File: src/rtl/core/bba_pkg.sv
// ---------------------------------------------------------------------------
// bba_pkg
// Field widths, command and status codes and the beat types shared by the
// bitmap block allocator.
// ---------------------------------------------------------------------------
package bba_pkg;

    localparam int CMD_W = 3;
    localparam int IDX_W = 17;
    localparam int CNT_W = 18;
    localparam int ST_W  = 2;

    localparam logic [CMD_W-1:0] CMD_FORMAT  = 3'd0;
    localparam logic [CMD_W-1:0] CMD_ALLOC   = 3'd1;
    localparam logic [CMD_W-1:0] CMD_MARK    = 3'd2;
    localparam logic [CMD_W-1:0] CMD_RELEASE = 3'd3;
    localparam logic [CMD_W-1:0] CMD_TEST    = 3'd4;
    localparam logic [CMD_W-1:0] CMD_ENOUGH  = 3'd5;

    localparam logic [ST_W-1:0] ST_OK    = 2'd0;
    localparam logic [ST_W-1:0] ST_SHORT = 2'd1;
    localparam logic [ST_W-1:0] ST_RANGE = 2'd2;

    localparam logic [CNT_W-1:0] RESERVED_RESET = 18'd13;

    typedef struct packed {
        logic [CMD_W-1:0] cmd;
        logic [IDX_W-1:0] block_index;
        logic [CNT_W-1:0] required_count;
    } item_t;

    typedef struct packed {
        logic [ST_W-1:0]  status;
        logic [IDX_W-1:0] allocated_index;
        logic             bit_value;
        logic [CNT_W-1:0] free_blocks;
    } result_t;

endpackage

File: src/rtl/core/bba_ctrl.sv
// ---------------------------------------------------------------------------
// bba_ctrl
// Command sequencer: map sweep for format and reset, first-fit word scan from
// a lowest-free hint, and read-modify-write of single map bits.
// ---------------------------------------------------------------------------
module bba_ctrl
    import bba_pkg::*;
#(
    parameter int NUM_BLOCKS = 131072,
    parameter int WORD_BITS  = 32,
    localparam int MAP_WORDS = (NUM_BLOCKS + WORD_BITS - 1) / WORD_BITS,
    localparam int AW        = (MAP_WORDS > 1) ? $clog2(MAP_WORDS) : 1
)
(
    input  logic                 clk,
    input  logic                 rst_n,
    input  logic                 in_valid,
    output logic                 in_stall,
    input  item_t                item,
    input  logic [CNT_W-1:0]     reserved_blocks,
    output logic                 res_valid,
    input  logic                 res_ready,
    output result_t              res,
    output logic                 mem_we,
    output logic [AW-1:0]        mem_waddr,
    output logic [WORD_BITS-1:0] mem_wdata,
    output logic [AW-1:0]        mem_raddr,
    input  logic [WORD_BITS-1:0] mem_rdata
);

    localparam int BW         = $clog2(WORD_BITS);
    localparam int CW         = $clog2(NUM_BLOCKS + 1);
    localparam int BASE_W     = $clog2(NUM_BLOCKS + WORD_BITS + 1);
    localparam int SHIFT      = IDX_W + BW;
    localparam longint RECIP  = ((longint'(1) << SHIFT) + WORD_BITS - 1) / WORD_BITS;
    localparam int LAST_VALID = NUM_BLOCKS - (MAP_WORDS - 1) * WORD_BITS;
    localparam logic [WORD_BITS-1:0] ALL_ONES = '1;
    localparam logic [WORD_BITS-1:0] PAD_MASK =
        (LAST_VALID == WORD_BITS) ? '0 : (ALL_ONES << LAST_VALID);
    localparam logic [AW-1:0]     LAST_WORD  = AW'(MAP_WORDS - 1);
    localparam logic [CW-1:0]     FULL_COUNT = CW'(NUM_BLOCKS);
    localparam logic [BASE_W-1:0] WORD_STEP  = BASE_W'(WORD_BITS);

    typedef enum logic [6:0] {
        S_IDLE    = 7'b0000001,
        S_SWEEP   = 7'b0000010,
        S_SCAN    = 7'b0000100,
        S_DIV     = 7'b0001000,
        S_BIT_RD  = 7'b0010000,
        S_BIT_MOD = 7'b0100000,
        S_FIN     = 7'b1000000
    } state_t;

    state_t            state_reg, state_next;
    logic              init_reg, init_next;
    logic [CW-1:0]     lim_reg, lim_next;
    logic [AW-1:0]     waddr_reg, waddr_next;
    logic [BASE_W-1:0] base_reg, base_next;
    logic [AW-1:0]     hint_reg, hint_next;
    logic [BASE_W-1:0] hint_base_reg, hint_base_next;
    logic [CW-1:0]     free_reg, free_next;

    logic [CMD_W-1:0]  cmd_reg, cmd_next;
    logic [IDX_W-1:0]  idx_reg, idx_next;
    logic [AW-1:0]     q_reg, q_next;
    logic [BW-1:0]     bsel_reg, bsel_next;
    logic [ST_W-1:0]   status_reg, status_next;
    logic [IDX_W-1:0]  granted_reg, granted_next;
    logic              bitv_reg, bitv_next;

    logic                 out_of_range;
    logic                 enough;
    logic [CW-1:0]        lim_in;
    logic [31:0]          base32, lim32, diff32;
    logic [WORD_BITS-1:0] sweep_pat;
    logic [WORD_BITS-1:0] word_pad, zeros, low_zero;
    logic [BW-1:0]        bit_idx;
    logic [31:0]          grant32;
    logic [63:0]          prod;
    logic [31:0]          rem32;
    logic [WORD_BITS-1:0] bit_mask;
    logic                 cur_bit;
    logic [31:0]          free32;
    logic [31:0]          rel_base32;

    assign out_of_range = 32'(item.block_index) >= 32'(NUM_BLOCKS);
    assign enough       = 32'(free_reg) >= 32'(item.required_count);
    assign lim_in       = (32'(reserved_blocks) > 32'(NUM_BLOCKS)) ? FULL_COUNT
                                                                    : CW'(reserved_blocks);

    assign base32 = 32'(base_reg);
    assign lim32  = 32'(lim_reg);
    assign diff32 = lim32 - base32;

    always_comb
    begin
        if (base32 + 32'(WORD_BITS) <= lim32)
        begin
            sweep_pat = ALL_ONES;
        end
        else if (base32 >= lim32)
        begin
            sweep_pat = '0;
        end
        else
        begin
            sweep_pat = ~(ALL_ONES << diff32[BW-1:0]);
        end
    end

    // padding bits past the last block count as used
    assign word_pad = mem_rdata | ((waddr_reg == LAST_WORD) ? PAD_MASK : '0);
    assign zeros    = ~word_pad;
    assign low_zero = zeros & (~zeros + WORD_BITS'(1));

    always_comb
    begin
        bit_idx = '0;
        for (int b = 0; b < WORD_BITS; b++)
        begin
            if (low_zero[b])
            begin
                bit_idx = bit_idx | BW'(b);
            end
        end
    end

    assign grant32 = base32 + 32'(bit_idx);

    // word index by reciprocal multiply, exact over the index field range
    assign prod       = 64'(idx_reg) * 64'(RECIP);
    assign rem32      = 32'(idx_reg) - 32'(q_reg) * 32'(WORD_BITS);
    assign bit_mask   = WORD_BITS'(1) << bsel_reg;
    assign cur_bit    = mem_rdata[bsel_reg];
    assign rel_base32 = 32'(idx_reg) - 32'(bsel_reg);
    assign free32     = 32'(free_reg);

    assign in_stall  = (state_reg != S_IDLE);
    assign res_valid = (state_reg == S_FIN);
    assign res.status          = status_reg;
    assign res.allocated_index = granted_reg;
    assign res.bit_value       = bitv_reg;
    assign res.free_blocks     = free32[CNT_W-1:0];

    always_comb
    begin
        state_next     = state_reg;
        init_next      = init_reg;
        lim_next       = lim_reg;
        waddr_next     = waddr_reg;
        base_next      = base_reg;
        hint_next      = hint_reg;
        hint_base_next = hint_base_reg;
        free_next      = free_reg;
        cmd_next       = cmd_reg;
        idx_next       = idx_reg;
        q_next         = q_reg;
        bsel_next      = bsel_reg;
        status_next    = status_reg;
        granted_next   = granted_reg;
        bitv_next      = bitv_reg;
        mem_we         = 1'b0;
        mem_waddr      = waddr_reg;
        mem_wdata      = '0;
        mem_raddr      = waddr_reg;

        unique case (state_reg)
            S_IDLE:
            begin
                mem_raddr = hint_reg;
                if (in_valid)
                begin
                    cmd_next     = item.cmd;
                    idx_next     = item.block_index;
                    status_next  = ST_OK;
                    granted_next = '0;
                    bitv_next    = 1'b0;
                    unique case (item.cmd) inside
                        CMD_FORMAT:
                        begin
                            lim_next       = lim_in;
                            waddr_next     = '0;
                            base_next      = '0;
                            hint_next      = '0;
                            hint_base_next = '0;
                            state_next     = S_SWEEP;
                        end
                        CMD_ALLOC:
                        begin
                            if (free_reg == '0)
                            begin
                                status_next = ST_SHORT;
                                state_next  = S_FIN;
                            end
                            else
                            begin
                                waddr_next = hint_reg;
                                base_next  = hint_base_reg;
                                state_next = S_SCAN;
                            end
                        end
                        CMD_MARK, CMD_RELEASE, CMD_TEST:
                        begin
                            if (out_of_range)
                            begin
                                status_next = ST_RANGE;
                                state_next  = S_FIN;
                            end
                            else
                            begin
                                state_next = S_DIV;
                            end
                        end
                        CMD_ENOUGH:
                        begin
                            status_next = enough ? ST_OK : ST_SHORT;
                            state_next  = S_FIN;
                        end
                        default:
                        begin
                            state_next = S_FIN;
                        end
                    endcase
                end
            end
            S_SWEEP:
            begin
                mem_we    = 1'b1;
                mem_wdata = sweep_pat;
                if (sweep_pat == ALL_ONES && waddr_reg != LAST_WORD)
                begin
                    hint_next      = waddr_reg + AW'(1);
                    hint_base_next = base_reg + WORD_STEP;
                end
                if (waddr_reg == LAST_WORD)
                begin
                    free_next  = FULL_COUNT - lim_reg;
                    init_next  = 1'b0;
                    state_next = init_reg ? S_IDLE : S_FIN;
                end
                else
                begin
                    waddr_next = waddr_reg + AW'(1);
                    base_next  = base_reg + WORD_STEP;
                end
            end
            S_SCAN:
            begin
                if (word_pad == ALL_ONES)
                begin
                    if (waddr_reg == LAST_WORD)
                    begin
                        status_next = ST_SHORT;
                        state_next  = S_FIN;
                    end
                    else
                    begin
                        mem_raddr  = waddr_reg + AW'(1);
                        waddr_next = waddr_reg + AW'(1);
                        base_next  = base_reg + WORD_STEP;
                    end
                end
                else
                begin
                    mem_we         = 1'b1;
                    mem_wdata      = mem_rdata | low_zero;
                    granted_next   = grant32[IDX_W-1:0];
                    hint_next      = waddr_reg;
                    hint_base_next = base_reg;
                    if (free_reg != '0)
                    begin
                        free_next = free_reg - CW'(1);
                    end
                    state_next = S_FIN;
                end
            end
            S_DIV:
            begin
                q_next     = AW'(prod >> SHIFT);
                state_next = S_BIT_RD;
            end
            S_BIT_RD:
            begin
                mem_raddr  = q_reg;
                bsel_next  = rem32[BW-1:0];
                state_next = S_BIT_MOD;
            end
            S_BIT_MOD:
            begin
                mem_waddr  = q_reg;
                state_next = S_FIN;
                case (cmd_reg)
                    CMD_TEST:
                    begin
                        bitv_next = cur_bit;
                    end
                    CMD_MARK:
                    begin
                        if (!cur_bit)
                        begin
                            mem_we    = 1'b1;
                            mem_wdata = mem_rdata | bit_mask;
                            if (free_reg != '0)
                            begin
                                free_next = free_reg - CW'(1);
                            end
                        end
                    end
                    default:
                    begin
                        if (cur_bit)
                        begin
                            mem_we    = 1'b1;
                            mem_wdata = mem_rdata & ~bit_mask;
                            if (free_reg < FULL_COUNT)
                            begin
                                free_next = free_reg + CW'(1);
                            end
                            if (q_reg < hint_reg)
                            begin
                                hint_next      = q_reg;
                                hint_base_next = rel_base32[BASE_W-1:0];
                            end
                        end
                    end
                endcase
            end
            S_FIN:
            begin
                if (res_ready)
                begin
                    state_next = S_IDLE;
                end
            end
            default:
            begin
                state_next = S_IDLE;
            end
        endcase
    end

    always_ff @(posedge clk or negedge rst_n)
    begin
        if (!rst_n)
        begin
            state_reg     <= S_SWEEP;
            init_reg      <= 1'b1;
            lim_reg       <= '0;
            waddr_reg     <= '0;
            base_reg      <= '0;
            hint_reg      <= '0;
            hint_base_reg <= '0;
            free_reg      <= FULL_COUNT;
        end
        else
        begin
            state_reg     <= state_next;
            init_reg      <= init_next;
            lim_reg       <= lim_next;
            waddr_reg     <= waddr_next;
            base_reg      <= base_next;
            hint_reg      <= hint_next;
            hint_base_reg <= hint_base_next;
            free_reg      <= free_next;
        end
    end

    always_ff @(posedge clk)
    begin
        cmd_reg     <= cmd_next;
        idx_reg     <= idx_next;
        q_reg       <= q_next;
        bsel_reg    <= bsel_next;
        status_reg  <= status_next;
        granted_reg <= granted_next;
        bitv_reg    <= bitv_next;
    end

endmodule

File: config.mk
export PLATFORM = sky130hd
export DESIGN_NAME = bba_ctrl
export DESIGN_NICKNAME = d
export VERILOG_FILES = /design/src/rtl/core/bba_pkg.sv /design/src/rtl/core/bba_ctrl.sv
export SDC_FILE = /design/constraint.sdc
export NUM_CORES = 1
export LEC_CHECK = 0
export ABC_AREA = 1
export BUFFER_PORTS_ARGS = -buffer_cell sky130_fd_sc_hd__buf_2
export CAP_MARGIN = 20
export CORE_MARGIN = 3
export CORE_UTILIZATION = 45
export CTS_BUF_LIST = sky130_fd_sc_hd__clkbuf_4 sky130_fd_sc_hd__clkbuf_8
export CTS_CLUSTER_DIAMETER = 120
export DETAILED_ROUTE_END_ITERATION = 7
export HOLD_SLACK_MARGIN = 0.06
export PLACE_DENSITY = 0.71
export SLEW_MARGIN = 20
export SYNTH_ARGS = -nofsm -noshare
export SYNTH_HDL_FRONTEND = slang
export SYNTH_SLANG_ARGS = --single-unit
File: constraint.sdc
create_clock -name clk -period 7.68 [get_ports clk]
set_input_delay 1.152 -clock clk [delete_from_list [all_inputs] [get_ports clk]]
set_output_delay 1.152 -clock clk [all_outputs]
set_load 0.01 [all_outputs]
; After elaboration in Yosys (flattened, before gate mapping)
; Index checks and enable logic that the tools add are counted.
[totals]
output_inout_bits = 97
word_cells = 320
register_bits = 161
[op_classes]
reduce_logical = 22
eq_ne = 38
bitwise = 8
add_sub_neg = 11
magnitude_cmp = 7
n_mux = 217
shift = 2
[ops]
columns = operator, count
row1 = 18-bit two-way mux, 59
row2 = 12-bit two-way mux, 33
row3 = 32-bit two-way mux, 12
row4 = 7-bit two-way mux, 21
row5 = 32-bit NOT, 4
row6 = 18-bit case mux with 3 select lines, 2
row7 = 17-bit two-way mux, 6
row8 = 32-bit case mux with 3 select lines, 1
row9 = 5-bit two-way mux, 16
row10 = 12-bit case mux with 3 select lines, 2
row11 = 18-bit case mux with 2 select lines, 2
row12 = 18-bit case mux with 4 select lines, 1
row13 = 32-bit bitwise AND, 2
row14 = "32-bit == test, second input constant", 2
row15 = 32-bit OR, 2
row16 = 32-bit case mux with 2 select lines, 1
row17 = 7-bit case mux with 7 select lines, 1
row18 = 12-bit case mux with 4 select lines, 1
row19 = 18-bit greater-or-equal comparator, 2
row20 = 2-bit two-way mux, 17
row21 = 17-bit case mux with 2 select lines, 1
row22 = "32-bit by 1-bit adder with 32-bit output, second input constant", 1
row23 = 4-bit two-way mux, 8
row24 = "1-bit by 5-bit left shift with 32-bit output, first input constant", 1
row25 = 57 further kinds, 107

; Depth between registers and ports, before layout
[logic_depth]
word_depth = 39
depth_mapped = 23
ltp_nobuf = 23

; Worst setup path after synthesis
; OpenSTA, ideal clock, no wires.
[synth_path]
path_type = input-to-reg
from = input port mem_rdata[1]
to = register granted_reg[12], data pin
path_stages = 21
path_slack_ps = 3529
setup_time_ps = 146
n_path_buf = 0
required_ps = 7534
arrival_time_ps = 4005
cell_sequence = nand2_2 -> nor2_8 -> nand4_4 -> nor2_4 -> nand4_1 -> nor2_1 -> nand3_1 -> o21ai_0 -> nor2_1 -> nand2_1 -> ha_1 -> inv_1 -> fa_1 -> nor2_1 -> o21a_1 -> nor2_1 -> o21ai_0 -> inv_1 -> nor3_1 -> o21ai_0 -> a21oi_1
[synth_via]
elab_chain_len = 39
[synth_rtl]
columns = element, line
row1 = "start, declared", bba_ctrl.sv:28  ; input logic [WORD_BITS-1:0] mem_rdata
row2 = 32-bit NOT *, bba_ctrl.sv:113  ; assign zeros = ~word_pad;
row3 = 32-bit NOT, bba_ctrl.sv:114  ; assign low_zero = zeros & (~zeros + WORD_BITS'(1));
row4 = 32-bit by 1-bit adder with 32-bit output, bba_ctrl.sv:114
row5 = 32-bit bitwise AND *, bba_ctrl.sv:114
row6 = 1-bit two-way mux, bba_ctrl.sv:121  ; if (low_zero[b])
row7 = 2-bit two-way mux (2 in a row), bba_ctrl.sv:121
row8 = 3-bit two-way mux (4 in a row), bba_ctrl.sv:121
row9 = 4-bit two-way mux (8 in a row), bba_ctrl.sv:121
row10 = 5-bit two-way mux (15 in a row), bba_ctrl.sv:121
row11 = 5-bit two-way mux *, bba_ctrl.sv:121
row12 = 17-bit by 5-bit adder with 17-bit output *, bba_ctrl.sv:128  ; assign grant32 = base32 + 32'(bit_idx);
row13 = 17-bit two-way mux *, bba_ctrl.sv:249  ; if (word_pad == ALL_ONES)
row14 = 17-bit two-way mux *, bba_ctrl.sv:167  ; unique case (state_reg)
row15 = 17-bit case mux with 2 select lines *, bba_ctrl.sv:167
row16 = "end signal, assigned", bba_ctrl.sv:375  ; granted_reg <= granted_next;
row17 = "end, declared", bba_ctrl.sv:68  ; logic [IDX_W-1:0] granted_reg, granted_next;
; Mark *: on every way between the ends. The rest lies on a longest branch, timed or not. The select of a mux whose other input is x is not followed.
; A chain may end at the register's enable or synchronous reset.

; Worst setup path in the final report
[layout_path]
from = register base_reg[5]
to = output port mem_wdata[9]
[layout_via]
elab_chain_len = 5
[layout_rtl]
columns = element, line
row1 = "start, declared", bba_ctrl.sv:58  ; logic [BASE_W-1:0] base_reg, base_next;
row2 = "start signal, assigned", bba_ctrl.sv:361  ; base_reg <= base_next;
row3 = branches (longest 3 deep; another with 18-bit by 6-bit adder with 19-bit output), n/a
row4 = 32-bit two-way mux *, bba_ctrl.sv:97  ; if (base32 + 32'(WORD_BITS) <= lim32)
row5 = 32-bit case mux with 3 select lines *, bba_ctrl.sv:167
row6 = "end, declared", bba_ctrl.sv:26  ; output logic [WORD_BITS-1:0] mem_wdata,
; Mark *: on every way between the ends. The select of a mux whose other input is x is not followed.

==> results.py <==
metrics = {
    "global_route": {
        "globalRoute.totalOverflow": 0,
        "number_of_global_route_vias_before_repair": 15800,
        "grt.met2_usage_pct": 48.6,
        "globalRouteMet3Util_pct": 6.87,
        "grt_most_used_layer": "met2",
        "overall_routing_resource_usage_pct": 31.6,
        "first_pass_grt_wire_length_microns": 89500,
        "global_route.usage.met1_pct": 43.6,
        "pin_count_of_the_biggest_net_entering_global_routing": 63,
        "grt_antenna_before_repair": 0,
    },
    "detailed_routing": {
        "detail_route.first_pass.iterations": 6,
        "per_cell_via_count_in_the_routed_design": 5.87,
        "finalWirelength_microns": 58700,
        "final_antenna_net_count": 0,
        "drc": 0,
        "drtIter0Drc": 2503,
        "vias": 17200,
        "avgRoutedWirePerCell_microns": 20.1,
    },
    "sta": {
        "timing_hold_violations_final": 0,
        "period_needed_ps": 5530,
        "unrepaired_setup_endpoints_after_global_routing": "no",
        "final.period_utilization_pct": 72.0,
        "setup_tns_ps": 0,
        "timing.max_slew.rel_slack_pct": 35.1,
        "setup_viol": 0,
        "max_clock_freq_mhz": 181,
        "tightestPinTransition_ps": 971,
        "post-route-worst-setup-slack_ps": 2150,
        "drv_slew": 0,
        "skew_ps": 26.1,
    },
    "clock_network": {
        "post_cts.resized_instances": 0,
        "root_cell_of_the_clock_tree": "sky130_fd_sc_hd__clkbuf_8",
        "cts_hold_repair.buffers": 0,
        "cts_tree": "built",
        "post-cts-setup-buffer-count": 0,
        "clk-insertion-delay-late_ps": 510,
        "clk_pin_slew_ps": 100,
        "cts_inserted_buffers": 17,
        "htree_num_levels": 4,
        "clk_sink_count": 160,
        "cts.path.max_buffers": 2,
    },
    "place": {
        "io_buffer_count": 187,
        "gpl.final_weighted_congestion": 1.10,
        "dpl_cell_area_sq_mm": 0.0163,
        "dp.final_hpwl_microns": 44400,
        "dpl_worst_slack_ps": 2490,
    },
    "final_layout": {
        "post_route_cells_drive_above_1_share_pct": 12.5,
        "antenna-diode-count": 0,
        "layout_commonest_cell": "sky130_fd_sc_hd__nand2_1",
        "fillCellCount": 3422,
        "layout_common_cells": "sky130_fd_sc_hd__nand2_1, sky130_fd_sc_hd__inv_1, sky130_fd_sc_hd__nor2_1, sky130_fd_sc_hd__nand3_1, sky130_fd_sc_hd__buf_2",
        "layout.cell_area.non_filler_sq_mm": 0.0167,
        "synth_to_layout_area_growth_pct": 9.90,
        "design.final.nets": 2643,
    },
    "synthesis": {
        "syn-cell-area_sq_mm": 0.0152,
        "synth_seq_area_share_pct": 28.2,
        "async_flop_share_pct": 65.0,
        "synth-edff-count": 56,
        "syn_inst": 2336,
        "synth_area_per_cell_sq_um": 6.51,
        "synth_largest_area_cell": "sky130_fd_sc_hd__dfrtp_1",
        "synth_nets": 2511,
        "synthDominantCellAreaShare_pct": 16.6,
        "yosysUniqueCellTypes": 64,
        "synth.top_cells.by_area": "sky130_fd_sc_hd__dfrtp_1, sky130_fd_sc_hd__nand2_1, sky130_fd_sc_hd__edfxtp_1, sky130_fd_sc_hd__nand3_1, sky130_fd_sc_hd__inv_1",
        "synth.ff_latch_count": 160,
        "most_used_flip_flop_cell_after_synthesis": "sky130_fd_sc_hd__dfrtp_1",
        "ys.warnings.count": 0,
    },
    "critical_path": {
        "regToRegStartpoint": "base_reg[5]",
        "worst_setup_path_start_kind": "register",
        "timing.reg2reg.worst_path_depth": 19,
        "setup.worst_path.end_class": "primary output",
        "r2r_setup_slack_ps": 3160,
        "data_required_time_at_the_worst_endpoint_ps": 6530,
        "worst_r2r_endpoint": "hint_base_reg[14]",
        "path_max_fanout": 19,
        "cp.arrival_ps": 4380,
        "worst-setup-path-type": "register to primary output",
    },
    "floorplanning": {
        "core-area_sq_mm": 0.0329,
        "floorplan.initialDensity_pct": 46.2,
        "dieWidth_microns": 190,
        "placementRows": 66,
        "io_pins": 189,
        "die_footprint_sq_mm": 0.0360,
        "chip_height_microns": 190,
    },
    "worst_hold_path": {
        "worst_hold_path.endpoint": "hint_base_reg[12]",
        "hold_path_start": "hint_base_reg[12]",
        "worst_hold_path_type": "register to register",
        "timing.hold.worst_path_depth": 2,
    },
    "power_and_ir_drop": {
        "ir_drop_mv": 0.211,
        "finalPower_w": 0.00490,
        "p_leak_nw": 8.23,
        "powerDensity_mw_per_mm2": 293,
    },
    "outcome": {
        "run_status": "finished clean",
    },
    "job": {
        "maxCapViolations": 0,
    },
}
==> kinds of logic (layout without fill, tap and decap cells) <==
kind of cell | count (synthesis) | in the layout | share of synthesized area [%]
simple gates | 1309 | 1309 | 38.7
other cells | 1 | 1 | 0.0247
buf+inv | 381 | 526 | 10.5
xor+xnor | 33 | 33 | 1.90
compound gates | 368 | 368 | 13.7
flops | 160 | 160 | 28.2
fa+ha+maj | 83 | 83 | 6.97
mux | 1 | 1 | 0.0658
==> layout make-up <==
cell class | instances | area (sq um) | area share (%)
Timing Repair Buffer | 202 | 1050 | 6.29
Tap cell | 442 | 553 | 3.31
Sequential cell | 160 | 4290 | 25.6
Clock buffer | 17 | 234 | 1.40
Clock inverter | 15 | 141 | 0.846
Multi-Input combinational cell | 1795 | 9360 | 56.0
Inverter | 292 | 1100 | 6.56
==> synthesized netlist by cell type, types with 12 or more instances <==
master and instances:
sky130_fd_sc_hd__buf_2 27, sky130_fd_sc_hd__nand3_1 228, sky130_fd_sc_hd__nor3_1 56, sky130_fd_sc_hd__xor2_1 29
sky130_fd_sc_hd__inv_1 277, sky130_fd_sc_hd__inv_2 12, sky130_fd_sc_hd__nand2_1 607, sky130_fd_sc_hd__nand4_1 84
sky130_fd_sc_hd__edfxtp_1 56, sky130_fd_sc_hd__nor4_1 17, sky130_fd_sc_hd__ha_1 80, sky130_fd_sc_hd__dfrtp_1 101
sky130_fd_sc_hd__clkbuf_1 37, sky130_fd_sc_hd__o21ai_1 36, sky130_fd_sc_hd__nor2_1 254, sky130_fd_sc_hd__nand2_2 13
sky130_fd_sc_hd__a21oi_1 104, sky130_fd_sc_hd__o211ai_1 12, sky130_fd_sc_hd__buf_6 14, sky130_fd_sc_hd__o21ai_0 147
==> worst max-delay path by stage <==
stage | from | end | slack (ps) | cells past startpoint
floorplan | mem_rdata[1] | granted_reg[12] | 3530 | 21
global placement | mem_rdata[6] | granted_reg[12] | 2360 | 23
detailed placement | mem_rdata[5] | granted_reg[12] | 2490 | 23
CTS | base_reg[5] | mem_wdata[9] | 2250 | 21
global route | base_reg[5] | mem_wdata[9] | 1910 | 21
finish | base_reg[5] | mem_wdata[9] | 2150 | 21
==> critical path, cell delays in order (launching register included) <==
cell                      delay (ps)
sky130_fd_sc_hd__dfrtp_1         580
sky130_fd_sc_hd__ha_1            260
sky130_fd_sc_hd__nand2_1         110
sky130_fd_sc_hd__inv_1           130
sky130_fd_sc_hd__nand2_1         110
sky130_fd_sc_hd__nor4_1          430
sky130_fd_sc_hd__nand2_1         120
sky130_fd_sc_hd__nand2_1         110
sky130_fd_sc_hd__inv_1            40
sky130_fd_sc_hd__ha_1            290
sky130_fd_sc_hd__nand3_1         110
sky130_fd_sc_hd__inv_1            90
sky130_fd_sc_hd__nand2_1          50
sky130_fd_sc_hd__nor2_1          100
sky130_fd_sc_hd__nand2_1          90
sky130_fd_sc_hd__nand2_1          90
sky130_fd_sc_hd__nand2_1         130
sky130_fd_sc_hd__nand2_2         180
sky130_fd_sc_hd__nand2_4         190
sky130_fd_sc_hd__a21oi_1         390
sky130_fd_sc_hd__nand3_1         120
sky130_fd_sc_hd__buf_2           160
==> power by group <==
group	internal (W)	switching [W]	total (W)
Combinational	0.000851	0.00183	0.00268
Sequential	0.00121	0.000364	0.00157
Clock	0.000241	0.000401	0.000642
==> routing by layer <==
metal / wire length, microns / vias to the layer above
met2: 25900 / 1033
met4: 2260 / 0
met5: 0 / -
met1: 24400 / 7899
met3: 6160 / 158
li1: - / 8072
==> through the flow <==
step | utilization, % | hold WS, ps | instances
after floorplan | - | 426 | 2336
after global placement | 49.6 | 455 | 2891
after detailed placement | 49.6 | 459 | 2891
after CTS | 50.7 | 481 | 2923
after global routing | 50.7 | 500 | 2923
final | 50.7 | 482 | 2923
(Power assumes the default switching activity.)
